--- config.mk ---
export PLATFORM = sky130hd
export DESIGN_NAME = wpch_ctrl
export DESIGN_NICKNAME = d
export VERILOG_FILES = /design/src/rtl/wpch_pkg.sv /design/src/rtl/wpch_ctrl.sv
export SDC_FILE = /design/constraint.sdc
export NUM_CORES = 1
export LEC_CHECK = 0
export BUFFER_PORTS_ARGS = -buffer_cell sky130_fd_sc_hd__buf_2
export CORE_AREA = 2 2 39 41
export DETAILED_ROUTE_END_ITERATION = 6
export DIE_AREA = 0 0 41 43
export HOLD_SLACK_MARGIN = 0.12
export PLACE_DENSITY_LB_ADDON = 0.05
export SYNTH_ARGS = -nofsm -noshare
export SYNTH_HDL_FRONTEND = slang
export SYNTH_SLANG_ARGS = --single-unit
--- constraint.sdc ---
create_clock -name clock -period 2.6 [get_ports clock]
set_input_delay 0.52 -clock clock [delete_from_list [all_inputs] [get_ports clock]]
set_output_delay 0.52 -clock clock [all_outputs]
set_load 0.1 [all_outputs]
--- src/rtl/wpch_pkg.sv ---
// Shared constants, codes and control types of the word pair correlation histogram.
`default_nettype none

package wpch_pkg;

   // Field widths fixed by the channel definition
   localparam int WORD_W     = 12;
   localparam int WEIGHT_W   = 20;
   localparam int BETA_W     = 4;
   localparam int RDIDX_W    = 12;
   localparam int CORR_W     = 3;
   localparam int STATUS_W   = 2;
   localparam int COUNT_W    = 48;
   localparam int TOTAL_W    = 13;
   localparam int FIRST_W    = 2 * WORD_W + BETA_W;

   // Configuration registers
   localparam int WL_W       = 3;
   localparam int CB_W       = 2;
   localparam int CSR_IDX_W  = 1;
   localparam int CSR_DATA_W = 3;
   localparam logic [CSR_IDX_W-1:0] REG_WORD_LEN  = 1'd0;
   localparam logic [CSR_IDX_W-1:0] REG_CHAR_BITS = 1'd1;
   localparam logic [WL_W-1:0] WL_RESET = 3'd4;
   localparam logic [CB_W-1:0] CB_RESET = 2'd3;
   localparam logic [WL_W-1:0] WL_MIN   = 3'd2;
   localparam logic [CB_W-1:0] CB_MIN   = 2'd1;

   // Parameter defaults
   localparam int DEF_MAX_WORD_LEN  = 4;
   localparam int DEF_MAX_CHAR_BITS = 3;

   // Commands
   localparam logic CMD_ACC  = 1'b0;
   localparam logic CMD_READ = 1'b1;

   // Result status codes
   localparam logic [STATUS_W-1:0] ST_EXISTING = 2'd0;
   localparam logic [STATUS_W-1:0] ST_NEW      = 2'd1;
   localparam logic [STATUS_W-1:0] ST_SKIP     = 2'd2;
   localparam logic [STATUS_W-1:0] ST_READ     = 2'd3;

   // Report rule thresholds on beta
   localparam logic [BETA_W-1:0] REPORT_BETA_MIN = 4'd3;
   localparam logic [BETA_W-1:0] STORED_BETA_MIN = 4'd2;

   // Controller to datapath
   typedef struct packed {
      logic clear_step;
      logic load;
      logic calc;
      logic mem_read;
      logic commit;
   } ctrl_cmd_type;

   // Datapath to controller
   typedef struct packed {
      logic clear_last;
      logic out_blocked;
   } dp_status_type;

endpackage

`default_nettype wire

--- src/rtl/wpch_ctrl.sv ---
// Sequencing state machine: clearing pass, then accept, correlate, read, update.
`default_nettype none

module wpch_ctrl (
   input  wire logic                    clock,
   input  wire logic                    reset,
   input  wire logic                    req_valid,
   output logic                         req_stall,
   input  wire wpch_pkg::dp_status_type stat,
   output wpch_pkg::ctrl_cmd_type       cmd
);

   localparam logic [2:0] S_CLEAR  = 3'd0;
   localparam logic [2:0] S_IDLE   = 3'd1;
   localparam logic [2:0] S_CALC   = 3'd2;
   localparam logic [2:0] S_READ   = 3'd3;
   localparam logic [2:0] S_UPDATE = 3'd4;

   logic [2:0] state_ff;
   logic [2:0] state_in;

   always_comb begin
      state_in = state_ff;
      cmd      = '0;
      case (state_ff)
         S_CLEAR: begin
            cmd.clear_step = 1'b1;
            if (stat.clear_last) begin
               state_in = S_IDLE;
            end
         end
         S_IDLE: begin
            if (req_valid) begin
               cmd.load = 1'b1;
               state_in = S_CALC;
            end
         end
         S_CALC: begin
            cmd.calc = 1'b1;
            state_in = S_READ;
         end
         S_READ: begin
            cmd.mem_read = 1'b1;
            state_in     = S_UPDATE;
         end
         S_UPDATE: begin
            // hold while the result register is full and stalled
            if (!stat.out_blocked) begin
               cmd.commit = 1'b1;
               state_in   = S_IDLE;
            end
         end
         default: begin
            state_in = S_CLEAR;
         end
      endcase
   end

   always_ff @(posedge clock) begin
      if (reset) begin
         state_ff <= S_CLEAR;
      end else begin
         state_ff <= state_in;
      end
   end

   assign req_stall = reset || (state_ff != S_IDLE);

endmodule

`default_nettype wire

==> impl_metrics.ini, run 1 <==
[run_status]
status = complete, no violations

[clocking]
htree_levels = 1
post-cts-setup-buffers = 0
cts_tree = built
cts_max_path_buffers = 2
clock-sinks = 3
cts_inserted_buffers = 3
path_clk_slew_ns = 0.04
hold_buffers = 0
insertion_delay_ns = 0.23
cts-root-buf = clkbuf_4
cts-resized-gates = 0

[global_route]
track_usage_pct = 8.12
grt_pass1_vias = 224
grt.overflow.total = 0
grt_pass1_wl_um = 945
grt_max_degree = 14
antenna_found_initial = 0

[logic_synthesis]
yosysSeqAreaShare_pct = 24.1
synth_nets = 34
synth_warnings = 0
synth_commonest_cells = dfxtp_1 (3), nor2_1 (3), nor3_1 (3)
yosysTopAreaCell = dfxtp_1
synthCells = 29
synth_flop_cell = dfxtp_1
ys_types = 20
yosys-top-cells-area = dfxtp_1 (24%), nor4_2 (10%), nor3_1 (6.0%)
synth-seq-cells = 3
synth_area_per_cell_um2 = 8.59
synthesis.area_um2 = 249
synth.top_cell.area_share_pct = 24.1
synth_edf_count = 0
ys_async_sr_fraction_pct = 0

[pwr]
leakagePower_nw = 0.141
powerDensity_nw_per_um2 = 806
ir_drop_mv = 0.289

[setup_path]
setup.worst_path.end_class = primary output
cpPeakStageDelay_ns = 0.59
crit_required_ns = 2.08
crit_chain = inv_2 > nor4_4 > buf_2
cp_slowest_cell = dfxtp_1
criticalPathCategory = flop to primary output
cp_max_fo = 10
cp-start-kind = flop
worstPathArrival_ns = 1.65

[route]
antenna_left = 0
routedWlPerCell_um = 10.9
vias = 258
drt-total-wl_um = 611
drt_iter0_markers = 3
vias_per_cell = 4.61
drc = 0
dr.pass1.iters = 4

[timing]
rsz0062_at_grt = false
hold_violations = 0
relSlewSlack_pct = 66.6
post-route-period-util_pct = 83.5
worst_slew_pin_slew_ns = 0.501
clock_skew_ns = 0.000169
fin_crit_ns = 2.17
fmax_ghz = 0.460
setup_tns_ns = 0
setup_viol = 0
maxSlewViolCount = 0

[floorplan]
start_util_pct = 18.0
die_h_um = 43
row_count = 14
core_um2 = 1380
io-pin-count = 11
die_w_um = 41
dieArea_um2 = 1760

[layout]
fillers = 161
top_regs = state_ff: 3 flops
syn2layout_area_growth_pct = 37.7
top_register = state_ff
final_cell_count_no_fill = 56
largest_reg_flops = 3
diodes = 0
fin_nets = 46
drive_above_1_share_pct = 55.0

[min_path]
hp-class = input port to flop

[place]
routabilityCongestion = 0.676
hpwl_um = 463
dp.cells = 52
portBuffers = 10

[flow_run]
max_cap_viol_count = 0
## path summary, 6_finish.rpt
| check | startpoint | to | slack, ns | cells past startpoint |
|---|---|---|---|---|
| worst max register to register | state_ff[0]$_SDFFE_PP0P_ | state_ff[1]$_SDFFE_PP0P_ | 1.34 | 3 |
| worst max-delay path | state_ff[2]$_SDFFE_PP0P_ | cmd[0] | 0.43 | 3 |
| worst min-delay path | reset | state_ff[2]$_SDFFE_PP0P_ | 0.49 | 2 |
| worst min register to register | state_ff[2]$_SDFFE_PP0P_ | state_ff[2]$_SDFFE_PP0P_ | 0.70 | 2 |
## area by class of cell
type                       instances  area, µm²  area share (%)
multi-input combinational         21        179            52.2
sequential                         3       60.1            17.5
timing repair buffer              10       50.0            14.6
clock buffer                       4       26.3            7.66
tap                               16       20.0            5.84
inverter                           2       7.51            2.19
## per-stage QoR
| stage | hold WS (ns) | utilization [%] | worst slack [ns] | area [µm²] | power, mW |
|---|---|---|---|---|---|
| 5_1_grt | 0.487 | 24.8 | 0.317 | 343 | 0.292 |
| 3_3_place_gp | 0.676 | 22.9 | 0.702 | 317 | 0.198 |
| 4_1_cts | 0.483 | 24.8 | 0.405 | 343 | 0.284 |
| 6_report | 0.494 | 24.8 | 0.428 | 343 | 0.276 |
| 3_5_place_dp | 0.676 | 22.9 | 0.675 | 317 | 0.196 |
| 2_1_floorplan | 0.548 | - | 0.262 | 273 | 0.183 |
## placed cells by master (no fill, tap or decap), drive strengths merged
cell and count:
buf 10, nor3 4, clkbuf 4, nor2 3, dfxtp 3, nand3 2
inv 2, nor4 2, and3 1, nor3b 1, nand2 1, nand2b 1
a31oi 1, mux2i 1, a221oi 1, mux2 1, nor4b 1, o31a 1
## critical path: cells and delay by family, from the launching register on
family	cells	cell delay, ns
buffers and inverters	2	0.59
flip-flops	1	0.59
AND/OR/NAND/NOR	1	0.24
## kinds of logic (layout without fill, tap and decap cells)
family / Yosys count / in the layout / synth area share, %
simple gates: 16 / 16 / 41.7
buf+inv: 5 / 16 / 13.6
compound gates: 3 / 3 / 12.1
flops: 3 / 3 / 24.1
mux: 2 / 2 / 8.54
## per-layer routing
| metal | up-vias | GRT usage [%] | part of all wire [%] |
|---|---|---|---|
| li1 | 128 | - | - |
| met1 | 123 | 10.3 | 42 |
| met2 | 7 | 11.6 | 52 |
| met3 | 0 | 3.14 | 5.9 |
| met4 | 0 | 4.00 | 0 |
| met5 | - | 0 | 0 |
## power breakdown
part / internal [mW] / switching (mW)
clock: 0.0575 / 0.0241
combinational: 0.0300 / 0.0914
sequential: 0.0519 / 0.0214
Note: power is estimated with default switching activity, not from simulation.
==> run 2: changes to the inputs <==
==> constraint.sdc (replaced) <==
create_clock -name clock -period 1.99 [get_ports clock]
set_input_delay 0.398 -clock clock [delete_from_list [all_inputs] [get_ports clock]]
set_output_delay 0.398 -clock clock [all_outputs]
set_load 0.1 [all_outputs]
==> run 2 against run 1 <==
Net effect: clock-buffer cell count unchanged; cell count increased by 3.6%; sequential share of layout area is 3.4 points lower; largest power group unchanged; combinational power rose by 64%; sequential power increased by 21%; critical path type unchanged; critical endpoint is now cmd[1].
==> impl_metrics.ini, run 2 (synthesis results as in run 1) <==
[setup_path]
cpPeakStageDelay_ns = 0.64
rrSetupSlack_ns = 0.68
crit_required_ns = 1.59
cpLargestDelayFamily = flip-flops
criticalPathCategory = flop to primary output
crit_buf_inv = 1
cp_max_fo = 13
crit_chain = and3_1 > buf_2
worstReg2RegStart = state_ff[0]$_SDFFE_PP0P_
setup.worst_path.end_class = primary output
rr_worst_depth = 3
worstPathArrival_ns = 1.51
worstReg2RegEnd = state_ff[1]$_SDFFE_PP0P_
cp_slowest_cell = dfxtp_1
cp-start-kind = flop

[clocking]
cts-resized-gates = 0
cts_tree = built
htree_levels = 1
post-cts-setup-buffers = 0
hold_buffers = 0
cts-root-buf = clkbuf_4
clock-sinks = 3
cts_inserted_buffers = 3
insertion_delay_ns = 0.23
path_clk_slew_ns = 0.03
cts_max_path_buffers = 2

[timing]
setup_viol = 0
fmax_ghz = 0.523
whs_ns = 0.382
setup_tns_ns = 0
maxSlewViolCount = 0
clock_skew_ns = 0.000366
post-route-period-util_pct = 96.0
worst_slew_pin_slew_ns = 0.519
rsz0062_at_grt = false
relSlewSlack_pct = 65.3
hold_violations = 0
fin_crit_ns = 1.91

[flow_run]
max_cap_viol_count = 0

[route]
vias_per_cell = 4.52
drt-total-wl_um = 613
dr.pass1.iters = 2
antenna_left = 0
routedWlPerCell_um = 10.6
drt_iter0_markers = 3
vias = 262
drc = 0

[layout]
top_register = state_ff
top_regs = state_ff: 3 flops
fillers = 153
largest_reg_flops = 3
syn2layout_area_growth_pct = 70.4
drive_above_1_share_pct = 57.1
fin_nets = 48
final_area_um2 = 424
final_cell_mix = buf_2 (6), buf_12 (4), nor2_1 (3), clkbuf_4 (3), dfxtp_1 (3)
final_common_cell = buf_2
diodes = 0

[min_path]
min_to = state_ff[2]$_SDFFE_PP0P_
min_from = reset
hp-class = input port to flop
whs_path_depth = 2

[pwr]
leakagePower_nw = 0.165
powerDensity_nw_per_um2 = 920
ir_drop_mv = 0.322

[global_route]
track_usage_pct = 8.84
grt.overflow.total = 0
grt_pass1_wl_mm = 1.02
grt_max_degree = 14
antenna_found_initial = 0
grt_pass1_vias = 239

[floorplan]
start_util_pct = 18.0
io-pin-count = 11
die_w_um = 41
row_count = 14
dieArea_um2 = 1760
core_um2 = 1380
die_h_um = 43

[place]
hpwl_um = 495
routabilityCongestion = 0.715
dpl-instance-area_um2 = 398
portBuffers = 10

[run_status]
status = complete, no violations
[run 2: cell count changes in the layout (fill, tap and decap cells not counted), sizes merged]
cell / previous run / this run
buf: 10 / 12
[run 2: layout make-up]
type	count	area, µm²	share of cell area (%)
Sequential cell	3	60.1	14.2
Timing Repair Buffer	12	125	29.5
Clock buffer	4	26.3	6.19
Inverter	2	7.51	1.77
Multi-Input combinational cell	21	185	43.7
Tap cell	16	20.0	4.72
[run 2: power breakdown]
group          switching, mW  total, mW  internal, mW
registers             0.0212     0.0891        0.0679
clock network         0.0284      0.103        0.0749
logic                  0.133      0.198        0.0644
total                  0.183      0.390         0.207
[run 2: worst max path at each step]
| stage | startpoint | endpoint | slack (ns) | depth (start not counted) |
|---|---|---|---|---|
| final | state_ff[0]$_SDFFE_PP0P_ | cmd[1] | 0.08 | 2 |
| after global routing | state_ff[0]$_SDFFE_PP0P_ | cmd[1] | 0.006 | 2 |
| after CTS | state_ff[0]$_SDFFE_PP0P_ | cmd[1] | 0.08 | 2 |
| after detailed placement | state_ff[0]$_SDFFE_PP0P_ | cmd[1] | 0.33 | 2 |
| after global placement | state_ff[0]$_SDFFE_PP0P_ | cmd[1] | 0.34 | 2 |
| after floorplan | state_ff[1]$_SDFFE_PP0P_ | cmd[2] | -0.16 | 2 |
[run 2: per-stage QoR]
step	total power, mW	util [%]	cells	worst slack (ns)
final	0.390	30.7	58	0.0786
after global routing	0.413	30.7	58	0.00647
after CTS	0.399	30.7	58	0.0777
after detailed placement	0.290	28.8	54	0.329
after global placement	0.291	28.8	54	0.336
after floorplan	0.242	-	29	-0.161
[run 2: per-layer routing]
layer  GRT usage (%)  share of wire (%)
met2            11.3                 47
met4            6.00                2.3
met3            4.71                7.0
met1            10.9                 43
met5               0                  0
==> run 3: changes to the inputs <==
==> constraint.sdc (replaced) <==
create_clock -name clock -period 2.3 [get_ports clock]
set_input_delay 0.46 -clock clock [delete_from_list [all_inputs] [get_ports clock]]
set_output_delay 0.46 -clock clock [all_outputs]
set_load 0.1 [all_outputs]
==> run 3 against run 2 <==
Net effect: via count decreased by 3.1%; sequential share of layout area rose by 3.4 points; flip-flop and latch count stayed put; power fell by 20%; design area shrank 19%; non-clock buffer count fell by 2; die area did not move; largest cell class unchanged.
==> impl_metrics.ini, run 3 (synthesis results as in run 1) <==
[route]
drc = 0
drt_iter0_markers = 4
routedWlPerCell_um = 10.3
vias = 254
antenna_left = 0
dr.pass1.iters = 2
vias_per_cell = 4.54
drt-total-wl_um = 579

[layout]
largest_reg_flops = 3
post-route-util_pct = 24.8
final_cell_count_no_fill = 56
top_register = state_ff
diodes = 0
final_common_cell = buf_2
top_regs = state_ff: 3 flops
fin_nets = 46
final_cell_mix = buf_2 (10), nor3_2 (3), nor2_1 (3), clkbuf_4 (3), dfxtp_1 (3)
syn2layout_area_growth_pct = 37.7
drive_above_1_share_pct = 55.0
fillers = 161

[timing]
fin_crit_ns = 2.11
setup_tns_ns = 0
rsz0062_at_grt = false
clock_skew_ns = 0.000194
setup_viol = 0
hold_violations = 0
fmax_ghz = 0.474
maxSlewViolCount = 0
worst_slew_pin_slew_ns = 0.517
post-route-period-util_pct = 91.8
relSlewSlack_pct = 65.5

[place]
dp.cells = 52
hpwl_um = 444
portBuffers = 10
routabilityCongestion = 0.654

[clocking]
cts-root-buf = clkbuf_4
insertion_delay_ns = 0.23
clock-sinks = 3
cts_max_path_buffers = 2
path_clk_slew_ns = 0.04
cts_tree = built
htree_levels = 1
hold_buffers = 0
post-cts-setup-buffers = 0
cts_inserted_buffers = 3
cts-resized-gates = 0

[global_route]
track_usage_pct = 7.72
grt_max_degree = 14
grt_pass1_vias = 235
grt_pass1_wl_um = 890
grt.overflow.total = 0
antenna_found_initial = 0

[setup_path]
crit_chain = inv_2 > nor4_4 > buf_2
cpPeakStageDelay_ns = 0.60
crit_buf_inv = 2
cpLargestDelayFamily = flip-flops
rr_worst_depth = 3
worstPathArrival_ns = 1.65
worstReg2RegEnd = state_ff[2]$_SDFFE_PP0P_
criticalPathCategory = flop to primary output
worstReg2RegStart = state_ff[1]$_SDFFE_PP0P_
cp_max_fo = 10
setup.worst_path.end_class = primary output
cp_slowest_cell = dfxtp_1
rrSetupSlack_ns = 1.04
cp-start-kind = flop
crit_required_ns = 1.84

[pwr]
power.switching_uw = 153
intPower_uw = 158
ir_drop_mv = 0.242
powerDensity_nw_per_um2 = 907
swShare_pct = 49.3
p_clk_share_pct = 29.2
finalPower_uw = 311
sequentialPowerShare_pct = 26.9
leakagePower_nw = 0.141
p_comb_share_pct = 43.9

[min_path]
min_to = state_ff[2]$_SDFFE_PP0P_
min_from = reset
hp-class = input port to flop
whs_path_depth = 2

[floorplan]
row_count = 14
dieArea_um2 = 1760
die_h_um = 43
core_um2 = 1380
io-pin-count = 11
start_util_pct = 18.0
die_w_um = 41

[flow_run]
max_cap_viol_count = 0

[run_status]
status = complete, no violations
## run 3: cell types whose count changed in the layout (fill, tap and decap cells not counted)
cell	change
buf_4	-2
buf_12	-4
buf_2	+4
nor3_2	+1
nor3_4	-1
## run 3: stage by stage
stage	worst slack [ns]	hold WS, ns	cell area [µm²]
final	0.190	0.435	343
after global routing	0.102	0.430	343
after CTS	0.174	0.424	343
after detailed placement	0.431	0.672	317
after global placement	0.446	0.674	317
after floorplan	0.0218	0.526	273
## run 3: worst max path at each step
stage	start	end	slack (ns)	depth (start not counted)
floorplan	state_ff[0]$_SDFFE_PP0P_	cmd[3]	0.02	3
global placement	state_ff[2]$_SDFFE_PP0P_	cmd[0]	0.45	3
detailed placement	state_ff[2]$_SDFFE_PP0P_	cmd[0]	0.43	3
CTS	state_ff[2]$_SDFFE_PP0P_	cmd[0]	0.17	3
global route	state_ff[2]$_SDFFE_PP0P_	cmd[0]	0.10	3
finish	state_ff[2]$_SDFFE_PP0P_	cmd[0]	0.19	3
## run 3: cell type report
| cell class | instances | area, µm² | area share (%) |
|---|---|---|---|
| multi-input combinational | 21 | 179 | 52.2 |
| sequential | 3 | 60.1 | 17.5 |
| timing repair buffer | 10 | 50.0 | 14.6 |
| clock buffer | 4 | 26.3 | 7.66 |
| tap | 16 | 20.0 | 5.84 |
| inverter | 2 | 7.51 | 2.19 |
## run 3: power groups by stage
stage | clock network (mW) | registers [mW] | logic (mW)
after floorplan | 0 | 0.0651 | 0.142
final | 0.0908 | 0.0836 | 0.137
after detailed placement | 0 | 0.0839 | 0.138
after global placement | 0 | 0.0840 | 0.138
after global routing | 0.0984 | 0.0857 | 0.144
after CTS | 0.0971 | 0.0831 | 0.138
## run 3: per-layer routing
layer	GRT usage [%]	vias up	share of wire [%]
met4	8.00	0	0
met1	8.65	120	43
met5	0	-	0
met2	10.9	5	51
met3	1.57	0	6.0
li1	-	129	-
## run 3: worst reg2reg max path: cells and delay by family (launching register included)
family,cells,cell delay (ns)
DFF,1,0.61
AOI/OAI and AO/OA,2,0.40
and+or+nand+nor,1,0.17
